### src/hdl/hps_pkg.sv
`default_nettype none
package hps_pkg;

  // Pattern command codes
  localparam logic [2:0] MODE_LOW   = 3'd0;
  localparam logic [2:0] MODE_MED   = 3'd1;
  localparam logic [2:0] MODE_HIGH  = 3'd2;
  localparam logic [2:0] MODE_PULSE = 3'd3;
  localparam logic [2:0] MODE_HEART = 3'd4;
  localparam logic [2:0] MODE_WAVE  = 3'd5;

  // Duty levels in percent
  localparam logic [6:0] DUTY_OFF  = 7'd0;
  localparam logic [6:0] DUTY_LOW  = 7'd50;
  localparam logic [6:0] DUTY_MED  = 7'd80;
  localparam logic [6:0] DUTY_FULL = 7'd100;
  localparam logic [6:0] DUTY_STEP = 7'd10;
  localparam logic [6:0] WAVE_MIN  = 7'd10;
  localparam logic [6:0] WAVE_TURN = 7'd20;

  // Hold times in ms
  localparam logic [9:0] WAIT_NONE  = 10'd0;
  localparam logic [9:0] WAIT_GAP   = 10'd50;
  localparam logic [9:0] WAIT_PULSE = 10'd100;
  localparam logic [9:0] WAIT_BEAT  = 10'd500;
  localparam logic [9:0] WAIT_REST  = 10'd1000;

  localparam logic [31:0] WAVE_INTERVAL = 32'd100;
  localparam logic [15:0] PERIOD_RESET  = 16'd39;

  // floor(2^29 / 100), quotient estimate is exact or one low below 2^23
  localparam int          RECIP_SHIFT = 29;
  localparam logic [45:0] RECIP_100   = 46'd5368709;

  // Command queue
  localparam int QUEUE_DEPTH = 4;
  localparam int QUEUE_AW    = $clog2(QUEUE_DEPTH);

  // What the back end expands a queued command into
  typedef enum logic [1:0] {
    KIND_SINGLE,   // one compare write
    KIND_HB_A,     // first heartbeat beat: full, then off
    KIND_HB_B,     // gap, second beat, off
    KIND_HB_C      // closing gap, wait only
  } kind_t;

  typedef struct packed {
    kind_t      kind;
    logic [6:0] duty;
    logic       pulse_wait;
  } cmd_t;

  typedef struct packed {
    logic       wr;
    logic [6:0] duty;
    logic [9:0] wait_ms;
    logic       last;
  } op_t;

endpackage
`default_nettype wire

### src/hdl/hps_front.sv
`default_nettype none
module hps_front
  import hps_pkg::*;
(
  input  wire logic        clk,
  input  wire logic        rst,
  input  wire logic        in_valid,
  output logic             in_ready,
  input  wire logic [2:0]  mode,
  input  wire logic [31:0] now_ms,
  input  wire logic        queue_full,
  output logic             push,
  output cmd_t             cmd
);

  logic [4:0]  phase, phase_next;
  logic [6:0]  wave_level, wave_level_next;
  logic [31:0] last_update_ms, last_update_ms_next;
  logic        accept;
  logic        emit;
  logic [8:0]  up_duty, down_duty;
  logic [4:0]  down_idx;
  logic [6:0]  wave_up, wave_down;
  logic [31:0] elapsed;

  assign in_ready = !queue_full;
  assign accept   = in_valid && in_ready;
  assign push     = accept && emit;

  assign up_duty   = {4'd0, phase} * 9'd10;
  assign down_idx  = 5'd20 - phase;
  assign down_duty = {4'd0, down_idx} * 9'd10;
  assign wave_up   = wave_level + DUTY_STEP;
  assign wave_down = wave_level - DUTY_STEP;
  assign elapsed   = now_ms - last_update_ms;

  // Classify the command and work out the state it leaves behind
  always_comb begin
    emit                = 1'b0;
    cmd.kind            = KIND_SINGLE;
    cmd.duty            = DUTY_OFF;
    cmd.pulse_wait      = 1'b0;
    phase_next          = phase;
    wave_level_next     = wave_level;
    last_update_ms_next = last_update_ms;
    unique case (mode)
      MODE_LOW: begin
        emit     = 1'b1;
        cmd.duty = DUTY_LOW;
      end
      MODE_MED: begin
        emit     = 1'b1;
        cmd.duty = DUTY_MED;
      end
      MODE_HIGH: begin
        emit     = 1'b1;
        cmd.duty = DUTY_FULL;
      end
      MODE_PULSE: begin
        priority if (phase <= 5'd10) begin
          emit           = 1'b1;
          cmd.duty       = up_duty[6:0];
          cmd.pulse_wait = 1'b1;
          phase_next     = phase + 5'd1;
        end else if (phase <= 5'd20) begin
          emit           = 1'b1;
          cmd.duty       = down_duty[6:0];
          cmd.pulse_wait = 1'b1;
          phase_next     = phase + 5'd1;
        end else begin
          phase_next = 5'd0;
        end
      end
      MODE_HEART: begin
        priority if (phase == 5'd0) begin
          emit       = 1'b1;
          cmd.kind   = KIND_HB_A;
          phase_next = 5'd1;
        end else if (phase == 5'd1) begin
          emit       = 1'b1;
          cmd.kind   = KIND_HB_B;
          phase_next = 5'd2;
        end else if (phase == 5'd2) begin
          emit       = 1'b1;
          cmd.kind   = KIND_HB_C;
          phase_next = 5'd0;
        end else begin
          // phase outside the beat: hold
          phase_next = phase;
        end
      end
      MODE_WAVE: begin
        if (elapsed >= WAVE_INTERVAL) begin
          last_update_ms_next = now_ms;
          priority if (phase == 5'd0) begin
            emit     = 1'b1;
            cmd.duty = wave_level;
            if (wave_up >= DUTY_FULL) begin
              wave_level_next = DUTY_FULL;
              phase_next      = 5'd1;
            end else begin
              wave_level_next = wave_up;
            end
          end else if (phase == 5'd1) begin
            emit     = 1'b1;
            cmd.duty = wave_level;
            if (wave_level <= WAVE_TURN) begin
              wave_level_next = WAVE_MIN;
              phase_next      = 5'd0;
            end else begin
              wave_level_next = wave_down;
            end
          end else begin
            // phase outside the wave: only the stamp moves
            wave_level_next = wave_level;
          end
        end
      end
      default: begin
        emit     = 1'b1;
        cmd.duty = DUTY_OFF;
      end
    endcase
  end

  // Commit pattern state on each accepted word
  always_ff @(posedge clk) begin
    if (rst) begin
      phase          <= 5'd0;
      wave_level     <= DUTY_FULL;
      last_update_ms <= 32'd0;
    end else if (accept) begin
      phase          <= phase_next;
      wave_level     <= wave_level_next;
      last_update_ms <= last_update_ms_next;
    end
  end

endmodule
`default_nettype wire

### src/hdl/hps_queue.sv
`default_nettype none
module hps_queue
  import hps_pkg::*;
(
  input  wire logic clk,
  input  wire logic rst,
  input  wire logic push,
  input  cmd_t      push_cmd,
  output logic      full,
  input  wire logic pop,
  output logic      empty,
  output cmd_t      head
);

  cmd_t                entries [QUEUE_DEPTH];
  logic [QUEUE_AW-1:0] wr_ptr, rd_ptr;
  logic [QUEUE_AW:0]   count;

  assign full  = (count == (QUEUE_AW+1)'(QUEUE_DEPTH));
  assign empty = (count == '0);
  assign head  = entries[rd_ptr];

  // Store incoming commands
  always_ff @(posedge clk) begin
    if (push) begin
      entries[wr_ptr] <= push_cmd;
    end
  end

  // Advance pointers and occupancy
  always_ff @(posedge clk) begin
    if (rst) begin
      wr_ptr <= '0;
      rd_ptr <= '0;
      count  <= '0;
    end else begin
      if (push) begin
        wr_ptr <= wr_ptr + QUEUE_AW'(1);
      end
      if (pop) begin
        rd_ptr <= rd_ptr + QUEUE_AW'(1);
      end
      if (push && !pop) begin
        count <= count + (QUEUE_AW+1)'(1);
      end else if (pop && !push) begin
        count <= count - (QUEUE_AW+1)'(1);
      end
    end
  end

endmodule
`default_nettype wire

### src/hdl/hps_back.sv
`default_nettype none
module hps_back
  import hps_pkg::*;
(
  input  wire logic        clk,
  input  wire logic        rst,
  input  wire logic [15:0] pwm_period,
  input  wire logic        empty,
  input  cmd_t             head,
  output logic             pop,
  output logic             out_valid,
  input  wire logic        out_ready,
  output logic             out_write,
  output logic [16:0]      out_compare,
  output logic [9:0]       out_wait,
  output logic             out_last
);

  logic        adv;
  logic        issue;
  logic [1:0]  idx;
  op_t         op;

  logic        s1_valid;
  op_t         s1_op;
  logic [22:0] s1_prod;
  logic        s2_valid;
  op_t         s2_op;
  logic [22:0] s2_prod;
  logic [16:0] s2_q0;

  logic [16:0] scale;
  logic [23:0] full_prod;
  logic [45:0] recip_prod;
  logic [23:0] q_times;
  logic [23:0] rem;

  // Whole pipe moves when the output register is free or being taken
  assign adv   = !out_valid || out_ready;
  assign issue = adv && !empty;
  assign pop   = issue && op.last;

  // Expand the head command into its current result
  always_comb begin
    op.wr      = 1'b1;
    op.duty    = DUTY_OFF;
    op.wait_ms = WAIT_NONE;
    op.last    = 1'b1;
    unique case (head.kind)
      KIND_SINGLE: begin
        op.duty    = head.duty;
        op.wait_ms = head.pulse_wait ? WAIT_PULSE : WAIT_NONE;
      end
      KIND_HB_A: begin
        if (idx == 2'd0) begin
          op.duty    = DUTY_FULL;
          op.wait_ms = WAIT_BEAT;
          op.last    = 1'b0;
        end
      end
      KIND_HB_B: begin
        unique case (idx)
          2'd0: begin
            op.wr      = 1'b0;
            op.wait_ms = WAIT_GAP;
            op.last    = 1'b0;
          end
          2'd1: begin
            op.duty    = DUTY_MED;
            op.wait_ms = WAIT_REST;
            op.last    = 1'b0;
          end
          default: begin
            op.duty = DUTY_OFF;
          end
        endcase
      end
      KIND_HB_C: begin
        op.wr      = 1'b0;
        op.wait_ms = WAIT_GAP;
      end
      default: begin
        op.duty = DUTY_OFF;
      end
    endcase
  end

  // Step through the results of one command
  always_ff @(posedge clk) begin
    if (rst) begin
      idx <= 2'd0;
    end else if (issue) begin
      idx <= op.last ? 2'd0 : idx + 2'd1;
    end
  end

  assign scale      = {1'b0, pwm_period} + 17'd1;
  assign full_prod  = {7'd0, scale} * {17'd0, op.duty};
  assign recip_prod = {23'd0, s1_prod} * RECIP_100;
  assign q_times    = {7'd0, s2_q0} * 24'd100;
  assign rem        = {1'b0, s2_prod} - q_times;

  // Valid bits of the pipe
  always_ff @(posedge clk) begin
    if (rst) begin
      s1_valid  <= 1'b0;
      s2_valid  <= 1'b0;
      out_valid <= 1'b0;
    end else if (adv) begin
      s1_valid  <= issue;
      s2_valid  <= s1_valid;
      out_valid <= s2_valid;
    end
  end

  // Scale duty, estimate the quotient, then correct it
  always_ff @(posedge clk) begin
    if (adv) begin
      s1_op       <= op;
      s1_prod     <= full_prod[22:0];
      s2_op       <= s1_op;
      s2_prod     <= s1_prod;
      s2_q0       <= recip_prod[RECIP_SHIFT+16:RECIP_SHIFT];
      out_write   <= s2_op.wr;
      out_compare <= s2_q0 + 17'(rem >= 24'd100);
      out_wait    <= s2_op.wait_ms;
      out_last    <= s2_op.last;
    end
  end

endmodule
`default_nettype wire

### src/hdl/haptic_pattern_sequencer.sv
// Haptic pattern sequencer. Each input word is a pattern command (mode in
// s_tdata[2:0], millisecond tick in s_tdata[34:3]); each output word is one
// motor step: a PWM compare write or a wait-only step, with the hold time in
// ms and tlast on the final step of the command. Steady modes give one step,
// pulsing and wave one step or none, heartbeat up to three. The front end
// takes one command per cycle while its four-entry command queue has room;
// the back end expands queued commands at one output word per cycle while
// m_tready takes them, so output rate sets the sustained rate; a command
// with no steps uses only its input slot. Duty to compare conversion is a
// three-stage pipe (s1, s2, output register) that a command's first step
// passes through after it is queued. Write pwm_period only while the block
// is idle; cfg_ready is always high.
`default_nettype none
module haptic_pattern_sequencer
  import hps_pkg::*;
(
  input  wire logic        clk,
  input  wire logic        rst,
  input  wire logic        cfg_valid,
  output logic             cfg_ready,
  input  wire logic [15:0] cfg_data,       // pwm_period
  input  wire logic        s_tvalid,
  output logic             s_tready,
  input  wire logic [39:0] s_tdata,        // mode[2:0], now_ms[34:3], zero pad
  output logic             m_tvalid,
  input  wire logic        m_tready,
  output logic [31:0]      m_tdata,        // write_compare[0], compare_value[17:1],
                                           // wait_ms[27:18], zero pad
  output logic             m_tlast
);

  logic [15:0] pwm_period;
  logic        queue_full, queue_empty;
  logic        push, pop;
  cmd_t        push_cmd, head;
  logic        out_write;
  logic [16:0] out_compare;
  logic [9:0]  out_wait;

  assign cfg_ready = 1'b1;

  // Hold the period register
  always_ff @(posedge clk) begin
    if (rst) begin
      pwm_period <= PERIOD_RESET;
    end else if (cfg_valid && cfg_ready) begin
      pwm_period <= cfg_data;
    end
  end

  hps_front u_front (
    .clk        (clk),
    .rst        (rst),
    .in_valid   (s_tvalid),
    .in_ready   (s_tready),
    .mode       (s_tdata[2:0]),
    .now_ms     (s_tdata[34:3]),
    .queue_full (queue_full),
    .push       (push),
    .cmd        (push_cmd)
  );

  hps_queue u_queue (
    .clk      (clk),
    .rst      (rst),
    .push     (push),
    .push_cmd (push_cmd),
    .full     (queue_full),
    .pop      (pop),
    .empty    (queue_empty),
    .head     (head)
  );

  hps_back u_back (
    .clk         (clk),
    .rst         (rst),
    .pwm_period  (pwm_period),
    .empty       (queue_empty),
    .head        (head),
    .pop         (pop),
    .out_valid   (m_tvalid),
    .out_ready   (m_tready),
    .out_write   (out_write),
    .out_compare (out_compare),
    .out_wait    (out_wait),
    .out_last    (m_tlast)
  );

  assign m_tdata = {4'd0, out_wait, out_compare, out_write};

endmodule
`default_nettype wire

### config.mk
export PLATFORM = sky130hd
export DESIGN_NAME = haptic_pattern_sequencer
export DESIGN_NICKNAME = d
export VERILOG_FILES = /design/src/hdl/hps_pkg.sv /design/src/hdl/hps_front.sv /design/src/hdl/hps_queue.sv /design/src/hdl/hps_back.sv /design/src/hdl/haptic_pattern_sequencer.sv
export SDC_FILE = /design/constraint.sdc
export NUM_CORES = 1
export LEC_CHECK = 0
export BUFFER_PORTS_ARGS = -buffer_cell sky130_fd_sc_hd__buf_2
export CELL_PAD_IN_SITES_DETAIL_PLACEMENT = 0
export CELL_PAD_IN_SITES_GLOBAL_PLACEMENT = 1
export CORE_MARGIN = 2
export CORE_UTILIZATION = 45
export DETAILED_ROUTE_END_ITERATION = 7
export PLACE_DENSITY_LB_ADDON = 0.1
export SYNTH_ARGS = -nofsm -noshare
export SYNTH_HDL_FRONTEND = slang
export SYNTH_SLANG_ARGS = --single-unit
export TNS_END_PERCENT = 20
### constraint.sdc
create_clock -name clk -period 6.95 [get_ports clk]
set_clock_uncertainty 0.2 [all_clocks]
set_input_delay 0.695 -clock clk [delete_from_list [all_inputs] [get_ports clk]]
set_output_delay 0.695 -clock clk [all_outputs]
set_load 0.05 [all_outputs]
### Word-level counts from Yosys, hierarchy flattened

Memory sizes are Yosys's and may differ from the RTL's. A register that Yosys moved wholly into a read port is not among the register bits.
Index checks and enable logic that the tools add are counted.

* bits in latches: 0
* memories: 1
* RAM bits: 40
* register bits: 188
* output and inout bits: 36
* bits in read-only memories: 0
* bits of input ports: 61

* add/sub/neg operators: 13
* reduce and logical (&&, ||, !) cells: 23
* shift operators: 0
* bitwise operators: 0
* eq/ne operators: 17
* multiply operators: 5
* div/mod/pow operators: 0
* magnitude comparators: 6
* multiplexer cells: 51

Memories
* u_queue.entries: words 4, bits a word 10, rd ports 1, clocked after memory_dff 1, wr ports 1, RTL line hps_queue.sv:15 `cmd_t entries [QUEUE_DEPTH];`

Operator list (number)
* $mux W7: 9
* $mux W5: 10
* $mul A23 B23 Y46 const B: 1
* $pmux W10 S4: 1
* $pmux W7 S5: 1
* $ge A32 B7 Y1 const B: 1
* $sub A32 B32 Y32: 1
* $ge A24 B7 Y1 const B: 1
* $sub A23 B24 Y24: 1
* $mul A17 B7 Y23: 1
* $mul A17 B5 Y22 const B: 1
* $pmux W11 S2: 1
* $pmux W7 S3: 1
* $mux W18: 1
* $add A16 B1 Y17 const B: 1
* $add A17 B1 Y17: 1
* $mux W8: 2
* $pmux W5 S3: 1
* $mux W2: 7
* $mul A5 B3 Y6 const B: 2
* $mux W1: 12
* $eq A3 B3 Y1 const B: 3
* $add A7 B4 Y7 const B: 1
* $ge A7 B7 Y1 const B: 1
* other kinds (33): 53

### Depth between registers and ports, before layout

Gate-level depths: netlist of run 1.

* depth in word-level cells: 10
* depth in mapped cells: 31
* gate-level depth less buffers: 31

### By module

A second synthesis of run 1 with hierarchy kept.

* cells, all modules: 2688
* area total of the unflattened synthesis: 26664.3 um2

By module, submodules not included
* hps_back: cells each 1837, area each 19047.0 um2, instances 1, seq. area each 3253.1 um2
* hps_front: cells each 695, area each 5103.6 um2, instances 1, seq. area each 860.8 um2
* hps_queue: cells each 96, area each 1871.8 um2, instances 1, seq. area each 1381.3 um2
* haptic_pattern_sequencer: cells each 60, area each 641.9 um2, instances 1, seq. area each 320.3 um2

### Least setup slack after synthesis of run 1

Ideal clock, no wire load.

* kind: register -> register
* start: register with a tool-made name
* end: register u_back.s1_prod[22], data pin
* path buffers: 4
* setup slack: -0.665 ns
* library setup time: 0.158 ns
* cell stages (with the launch flop): 28
* arrival: 7.257 ns
* path through: dfxtp_1 -> clkbuf_1 -> mux4_2 -> ha_1 -> clkbuf_1 -> nor2b_1 -> and2_1 -> clkbuf_1 -> clkbuf_1 -> nand2_1 -> fa_1 -> inv_1 -> ha_1 -> inv_1 -> fa_1 -> fa_1 -> inv_1 -> ha_1 -> a21oi_1 -> nor2b_1 -> o21a_1 -> o41ai_1 -> o211a_1 -> a211oi_1 -> a41o_1 -> or4_1 -> a2111o_1 -> o211ai_1

RTL lines
* end signal, assigned: RTL line hps_back.sv:120 `s1_prod <= full_prod[22:0];`
* end, declared: RTL line hps_back.sv:26 `logic [22:0] s1_prod;`

==> impl_metrics.env, run 1 <==
export IMPL_outcome="finished clean"
export IMPL_grt_pass1_wl_um=100000
export IMPL_layout_drive_gt1_share_pct=14.5
export IMPL_synth_seq_cells=218
export IMPL_fin_crit_ps=6680
export IMPL_area_delta_synth_final_pct=15.1
export IMPL_hold_path_cell_count=3
export IMPL_yosys_warnings=0
export IMPL_drc=0
export IMPL_grt_pass1_vias=19500
export IMPL_via_count=19200
export IMPL_portBuffers=85
export IMPL_gp_congestion=0.846
export IMPL_dp_cells=3633
export IMPL_netlist_area_mm2=0.0262
export IMPL_fp_coreArea_mm2=0.0576
export IMPL_syn_inst=2635
export IMPL_r2r_cells=23
export IMPL_firstDrtPassIters=6
export IMPL_finalNonFillerCells=3695
export IMPL_setup_worst_path_end_class="register"
export IMPL_antenna_cells=0
export IMPL_setup_ws_ps=268
export IMPL_rows=88
export IMPL_yosys_area_top_type_share_pct=21.2
export IMPL_hp_class="in2reg"
export IMPL_regToRegSetupSlack_ps=270
export IMPL_critPathArrivalTime_ps=6880
export IMPL_slew_headroom_pct=45.3
export IMPL_cts_clk_slew_worst_paths_ps=60
export IMPL_postRouteAntennaNets=0
export IMPL_drt_iter0_markers=583
export IMPL_wl_um=61100
export IMPL_cts_root_buf="clkbuf_16"
export IMPL_vias_per_cell=5.20
export IMPL_crit_path_max_fanout=12
export IMPL_synth_ff_type="edfxtp_1"
export IMPL_cts_sinks=218
export IMPL_io_pins=97
export IMPL_dieWidth_um=245
export IMPL_clock_latency_ps=580
export IMPL_hold_buffers=0
export IMPL_setup_viol=0
export IMPL_cts_buffer_depth=3
export IMPL_crit_type="reg2reg"
export IMPL_synthTopCellsByArea="fa_1 21%, ha_1 21%, edfxtp_1 17%"
export IMPL_fin_util_pct=52.3
export IMPL_start_kind="register"
export IMPL_avgRoutedWirePerCell_um=16.5
export IMPL_cp_data_required_time_ps=7150
export IMPL_grt_max_degree=71
export IMPL_grt_usage_pct=20.6
export IMPL_synthArstFlopShare_pct=0
export IMPL_nNetsFinal=3682
export IMPL_dp_hpwl_um=50800
export IMPL_whs_ps=135
export IMPL_fin_crit_sh_pct=96.1
export IMPL_cts_tree="built"
export IMPL_grt_antenna_before_repair=0
export IMPL_worst_pin_slew_ps=815
export IMPL_maxCapViolCount=0
export IMPL_yosysUniqueCellTypes=84
export IMPL_fmax_mhz=150
export IMPL_die_y_um=245
export IMPL_cts_htree_levels=1
export IMPL_hold_viol_final=0
export IMPL_rsz0062_at_grt="yes"
export IMPL_cts_made_buffers=28
export IMPL_synth_top_cell_by_area="fa_1"
export IMPL_pre_cts_ws_ps=-557
export IMPL_grt_overflow_total=0
export IMPL_synth_edf_count=145
export IMPL_yosysSeqAreaShare_pct=22.2
export IMPL_die_area_mm2=0.0601
export IMPL_floorplan_initialDensity_pct=45.5
export IMPL_syn_area_per_cell_um2=9.94
export IMPL_fillers=5290
export IMPL_slew_viol_final=0
## layer usage
layer,global-route usage [%],routed length (um),vias up
li1,-,-,9486
met1,28.0,28200,9417
met3,2.08,1640,71
met2,35.8,30100,227
met4,4.20,1100,0
met5,0,0,-
## final cells by class
cell class / count / area (um^2) / share of cell area (%)
multi-input combinational: 1927 / 18800 / 62.3
sequential: 218 / 5820 / 19.3
timing repair buffer: 299 / 2080 / 6.91
inverter: 434 / 1630 / 5.42
tap: 765 / 957 / 3.18
clock buffer: 31 / 712 / 2.36
clock inverter: 21 / 168 / 0.556
## cell families after synthesis
kind of cell / count (synthesis) / share of synthesized area (%)
flip-flops: 218 / 22.2
multiplexers: 71 / 3.21
XOR/XNOR: 119 / 3.98
other: 2 / 0.0287
adder cells (fa/ha/maj): 713 / 42.0
AND/OR/NAND/NOR: 622 / 11.3
AO/OA/AOI/OAI: 392 / 9.84
buffers and inverters: 498 / 7.39
## placed cells by master, fill, tap and decap left out, types with 28 or more instances in the layout
cell	count
inv_1	432
ha_1	429
fa_1	277
nand2_1	261
buf_4	208
edfxtp_1	145
nor2_1	106
a21oi_1	101
buf_2	85
xnor2_1	82
dfxtp_1	72
o21ai_0	64
mux2i_1	58
nor2b_1	38
xor2_1	37
nand3_1	35
nor3_1	33
a21o_1	31
and2_1	29
clkbuf_16	28
## worst max-delay path: stages (launching register included)
cell and delay [ps]:
dfxtp_4 360, mux4_2 530, inv_1 100, ha_1 190
buf_6 160, nand2_1 100, a31oi_4 150, buf_6 140
nand2b_1 80, fa_1 570, fa_1 450, fa_1 550
inv_1 60, fa_1 470, ha_1 290, nor2b_1 140
o21a_1 200, o41ai_4 340, o211a_1 220, a211oi_2 90
a41o_1 210, or4_4 420, a2111o_1 370, o211ai_1 110
## metrics by stage
stage                     TNS (ps)  instance area (um^2)
final                            0                 30100
after global routing          -230                 30100
after CTS                        0                 29800
after floorplan                  0                 26200
after global placement       -5190                 28900
after detailed placement     -8260                 28900
## final timing paths
path / start / end
setup / recovery: register / u_back.s1_prod[22]
hold / removal: cfg_data[2] / pwm_period[2]
setup reg to reg: register / u_back.s1_prod[22]
hold reg to reg: u_back.s2_op[9] / u_back.out_wait[8]
## registers in the layout, summed over array words and instances, names as in the netlist, named ones only
register and count:
u_queue.entries 40, u_front.last_update_ms 32, u_back.s1_prod 23, u_back.s2_prod 21, u_back.out_compare 17, u_back.s2_q0 17
pwm_period 16, u_back.s1_op 9, u_back.s2_op 9, u_back.out_wait 7, u_front.wave_level 6, u_front.phase 5
u_queue.count 3, u_back.idx 2, u_queue.rd_ptr 2, u_queue.wr_ptr 2, u_back.out_last 1, u_back.out_valid 1
u_back.out_write 1, u_back.s1_valid 1, u_back.s2_valid 1
## synthesized netlist by cell type (all sizes together) (10+ instances only)
library cell / instances
clkbuf: 46
nand2: 262
nor4: 16
nor2: 106
o21a: 16
nand4: 12
nand3: 35
a21o: 31
nand2b: 18
fa: 277
mux4: 10
o31ai: 15
mux2i: 58
a21oi: 116
edfxtp: 145
dfxtp: 73
a211oi: 17
ha: 436
inv: 434
and3: 20
o21ai: 78
nor2b: 39
and2: 30
buf: 18
xor2: 37
a31oi: 15
o211ai: 10
nor3: 36
or3: 12
xnor2: 82
## timing repair
action / 4_1_cts / 5_1_grt
gates resized for setup: 17 / 58
setup endpoints to repair: 24 / 30
buffers inserted: 1 / 9
pin swaps: 5 / 32
Power of run 1 is not shown: default switching activity piles up to over one toggle a cycle in this logic, so the estimate is an artifact.
==> run 2, diff against run 1 <==
--- a/config.mk
+++ b/config.mk
@@ -11,6 +11,7 @@
 export CORE_MARGIN = 2
 export CORE_UTILIZATION = 45
 export DETAILED_ROUTE_END_ITERATION = 7
+export MAX_ROUTING_LAYER = met4
 export PLACE_DENSITY_LB_ADDON = 0.1
 export SYNTH_ARGS = -nofsm -noshare
 export SYNTH_HDL_FRONTEND = slang
==> impl_metrics.env, run 2 (same netlist as run 1, synthesis figures left out) <==
export IMPL_fin_util_pct=52.3
export IMPL_drt_iter0_markers=659
export IMPL_area_delta_synth_final_pct=15.0
export IMPL_layout_commonest_cell="inv_1"
export IMPL_grt_overflow_total=0
export IMPL_largest_reg_flops=40
export IMPL_crit_top_cell="fa_1"
export IMPL_hp_class="in2reg"
export IMPL_nNetsFinal=3682
export IMPL_hold_buffers=0
export IMPL_crit_type="reg2reg"
export IMPL_cts_htree_levels=1
export IMPL_avgRoutedWirePerCell_um=16.7
export IMPL_fillers=5319
export IMPL_cts_root_buf="clkbuf_16"
export IMPL_drc=0
export IMPL_setup_worst_path_end_class="register"
export IMPL_gp_congestion=0.861
export IMPL_cts_buffer_depth=3
export IMPL_setup_viol=0
export IMPL_maxCapViolCount=0
export IMPL_crit_family="adder cells"
export IMPL_wl_um=61700
export IMPL_pre_cts_ws_ps=-646
export IMPL_final_design_area_no_fill_mm2=0.0301
export IMPL_rsz0062_at_grt="yes"
export IMPL_cts_sinks=218
export IMPL_grt_max_degree=71
export IMPL_cp_data_required_time_ps=7170
export IMPL_worst_pin_slew_ps=879
export IMPL_vias_per_cell=5.18
export IMPL_grt_pass1_vias=19700
export IMPL_fin_crit_ps=6730
export IMPL_cts_made_buffers=28
export IMPL_crit_path_max_fanout=5
export IMPL_mostFrequentLayoutCells="429 x inv_1, 428 x ha_1, 277 x fa_1, 260 x nand2_1, 212 x buf_4"
export IMPL_io_pins=97
export IMPL_critPathArrivalTime_ps=6940
export IMPL_slew_headroom_pct=41.0
export IMPL_via_count=19100
export IMPL_portBuffers=85
export IMPL_die_area_mm2=0.0601
export IMPL_floorplan_initialDensity_pct=45.5
export IMPL_fmax_mhz=149
export IMPL_top_register="u_queue.entries"
export IMPL_start_kind="register"
export IMPL_clock_latency_ps=590
export IMPL_outcome="finished clean"
export IMPL_layout_drive_gt1_share_pct=14.6
export IMPL_path_buf_inv=4
export IMPL_setup_ws_ps=223
export IMPL_cpPeakStageDelay_ps=550
export IMPL_largestRegisters="u_queue.entries x40, u_front.last_update_ms x32, u_back.s1_prod x23"
export IMPL_slew_viol_final=0
export IMPL_rows=88
export IMPL_postRouteAntennaNets=0
export IMPL_antenna_cells=0
export IMPL_grt_pass1_wl_um=101000
export IMPL_fp_coreArea_mm2=0.0576
export IMPL_whs_ps=130
export IMPL_grt_usage_pct=21.5
export IMPL_firstDrtPassIters=5
export IMPL_postPlaceCellArea_mm2=0.0288
export IMPL_die_y_um=245
export IMPL_grt_antenna_before_repair=0
export IMPL_worstPathCellList="mux4_2 -> buf_4 -> ha_2 -> nand2_2 -> a21oi_1 -> buf_4 -> and2_1 -> fa_1 -> inv_1 -> fa_1 -> fa_1 -> inv_1 -> fa_1 -> ha_1 -> nor2b_1 -> o21a_1 -> o41ai_4 -> o211a_1 -> a211oi_1 -> a41o_1 -> or4_4 -> a2111o_1 -> o211ai_1"
export IMPL_hold_viol_final=0
export IMPL_dieWidth_um=245
export IMPL_slowest_stage="mux4_2"
export IMPL_cts_tree="built"
export IMPL_cts_clk_slew_worst_paths_ps=60
export IMPL_dp_hpwl_um=50800
export IMPL_fin_crit_sh_pct=96.8
[run 2: final timing paths]
| path | from | to | slack, ps | cells past startpoint |
|---|---|---|---|---|
| min reg2reg | u_back.s2_op[18] | u_back.out_write | 220 | 0 |
| max reg2reg | register | u_back.s1_prod[22] | 220 | 23 |
| min | cfg_data[5] | pwm_period[5] | 130 | 3 |
| max | register | u_back.s1_prod[22] | 220 | 23 |
[run 2: metal layers]
metal,share of wire [%],vias to the layer above,global-route usage [%]
li1,-,9466,-
met1,46,9368,28.0
met2,50,228,36.4
met3,3.1,67,2.54
met4,1.5,0,3.77
met5,0,-,-
[run 2: layout make-up]
| cell class | instances | area (um^2) | share of cell area [%] |
|---|---|---|---|
| clock buffers | 38 | 790 | 2.62 |
| well taps | 765 | 957 | 3.18 |
| repair buffers | 299 | 2050 | 6.80 |
| flip-flops and latches | 218 | 5820 | 19.3 |
| multi-input cells | 1927 | 18700 | 62.2 |
| clock inverters | 13 | 124 | 0.411 |
| inverters | 434 | 1630 | 5.42 |
[run 2: worst min-delay path: cells and delay by family]
| family | cells | cell delay, ps |
|---|---|---|
| buf+inv | 1 | 70 |
| simple gates | 1 | 60 |
| mux | 1 | 50 |
[run 2: what timing repair did]
action,in CTS,in global routing
setup buffers,1,13
pin swaps,7,32
setup endpoints to repair,24,29
gates resized for setup,21,53
[run 2: per-stage QoR]
stage / cells / setup TNS [ps]
floorplan: 2643 / 0
global placement: 3629 / -5300
detailed placement: 3629 / -9860
CTS: 3681 / 0
global route: 3694 / -133
finish: 3694 / 0
Power of run 2 is left out for the same reason.
==> run 3, diff against run 2 <==
--- a/config.mk
+++ b/config.mk
@@ -8,6 +8,7 @@
 export BUFFER_PORTS_ARGS = -buffer_cell sky130_fd_sc_hd__buf_2
 export CELL_PAD_IN_SITES_DETAIL_PLACEMENT = 0
 export CELL_PAD_IN_SITES_GLOBAL_PLACEMENT = 1
+export CORE_ASPECT_RATIO = 1.5
 export CORE_MARGIN = 2
 export CORE_UTILIZATION = 45
 export DETAILED_ROUTE_END_ITERATION = 7
==> impl_metrics.env, run 3 (same netlist as run 1, synthesis figures left out) <==
export IMPL_portBuffers=85
export IMPL_rsz0062_at_grt="yes"
export IMPL_layout_commonest_cell="inv_1"
export IMPL_outcome="finished clean"
export IMPL_fin_tns_setup_ps=0
export IMPL_crit_path_max_fanout=5
export IMPL_area_delta_synth_final_pct=15.5
export IMPL_vias_per_cell=5.23
export IMPL_crit_top_cell="buf_4"
export IMPL_grt_pass1_vias=20900
export IMPL_fillers=5360
export IMPL_mostFrequentLayoutCells="431 x inv_1, 422 x ha_1, 274 x fa_1, 259 x nand2_1, 199 x buf_4"
export IMPL_grt_antenna_before_repair=0
export IMPL_nNetsFinal=3670
export IMPL_layout_drive_gt1_share_pct=15.0
export IMPL_r2r_cells=24
export IMPL_fin_crit_ps=6830
export IMPL_dp_hpwl_um=53800
export IMPL_cts_tree="built"
export IMPL_worst_pin_slew_ps=1020
export IMPL_grt_pass1_wl_um=104000
export IMPL_cpPeakStageDelay_ps=610
export IMPL_slew_headroom_pct=32.3
export IMPL_setup_viol=0
export IMPL_worstPathCellList="buf_4 -> buf_4 -> ha_1 -> fa_1 -> fa_1 -> ha_1 -> fa_1 -> fa_1 -> fa_1 -> ha_1 -> a211oi_2 -> nor2_1 -> buf_4 -> nor3_2 -> o211ai_1 -> buf_4 -> a41oi_4 -> o22ai_1 -> buf_4 -> buf_4 -> nand2_1 -> nand2_2 -> a211o_1 -> and2_1"
export IMPL_finalNonFillerCells=3686
export IMPL_cts_clk_slew_worst_paths_ps=60
export IMPL_via_count=19300
export IMPL_start_kind="register"
export IMPL_hold_path_cell_count=3
export IMPL_maxCapViolCount=0
export IMPL_cts_made_buffers=26
export IMPL_die_area_mm2=0.0602
export IMPL_cts_root_buf="clkbuf_16"
export IMPL_cp_data_required_time_ps=7070
export IMPL_grt_usage_pct=22.3
export IMPL_cts_htree_levels=1
export IMPL_io_pins=97
export IMPL_dieWidth_um=201
export IMPL_fp_coreArea_mm2=0.0577
export IMPL_firstDrtPassIters=5
export IMPL_gp_congestion=0.917
export IMPL_drc=0
export IMPL_floorplan_initialDensity_pct=45.4
export IMPL_slowest_stage="fa_1"
export IMPL_cts_sinks=218
export IMPL_crit_type="reg2reg"
export IMPL_slew_viol_final=0
export IMPL_hold_viol_final=0
export IMPL_rows=108
export IMPL_drt_iter0_markers=594
export IMPL_wl_um=63900
export IMPL_die_y_um=299
export IMPL_grt_max_degree=75
export IMPL_critPathArrivalTime_ps=6950
export IMPL_clock_latency_ps=570
export IMPL_hp_class="in2reg"
export IMPL_cts_buffer_depth=3
export IMPL_dp_cells=3624
export IMPL_postRouteAntennaNets=0
export IMPL_fin_crit_sh_pct=98.3
export IMPL_avgRoutedWirePerCell_um=17.3
export IMPL_setup_worst_path_end_class="register"
export IMPL_largestRegisters="u_queue.entries x40, u_front.last_update_ms x32, u_back.s1_prod x23"
export IMPL_antenna_cells=0
export IMPL_grt_overflow_total=0
export IMPL_top_register="u_queue.entries"
export IMPL_fmax_mhz=146
export IMPL_hold_buffers=0
export IMPL_largest_reg_flops=40
[run 3: area by class of cell]
class	count	area, um^2	share of cell area, %
clock inverter	20	230	0.761
sequential	218	5820	19.2
multi-input combinational	1927	19000	62.7
inverter	434	1630	5.39
tap	770	963	3.19
clock buffer	28	658	2.18
timing repair buffer	289	1980	6.56
[run 3: final timing paths]
kind                              to  slack, ps                from
setup reg to reg     u_back.s2_q0[7]        120  u_back.s1_prod[10]
hold / removal         pwm_period[5]        160         cfg_data[5]
hold reg to reg   u_back.out_wait[6]        220     u_back.s2_op[7]
setup / recovery     u_back.s2_q0[7]        120  u_back.s1_prod[10]
[run 3: critical path, delay by kind of cell (launching register included)]
family | cells | cell delay, ps
simple gates | 5 | 550
compound gates | 5 | 970
buf+inv | 6 | 960
flops | 1 | 420
fa+ha+maj | 8 | 3490
[run 3: per-stage QoR]
step	area [um^2]	hold WS [ps]	util, %	worst slack, ps
6_report	30200	157	52.4	117
3_5_place_dp	28800	205	49.8	-581
3_3_place_gp	28800	202	49.8	-571
5_1_grt	30200	166	52.4	-75.3
2_1_floorplan	26200	200	-	5.15
4_1_cts	29800	129	51.6	3.59
[run 3: repair_timing]
item / in CTS / in global routing
pin swaps: 11 / 51
buffers inserted: 1 / 13
cloned: 0 / 0
endpoints found under the setup margin: 28 / 30
resized for setup: 30 / 70
[run 3: routing by layer]
| metal | global-route usage (%) | share of wire [%] | wire length [um] |
|---|---|---|---|
| met2 | 44.2 | 56 | 36100 |
| met4 | 8.91 | 4.4 | 2840 |
| met3 | 1.52 | 2.1 | 1320 |
| met1 | 22.5 | 37 | 23600 |
| met5 | - | 0 | 0 |
Power of run 3 is left out for the same reason.
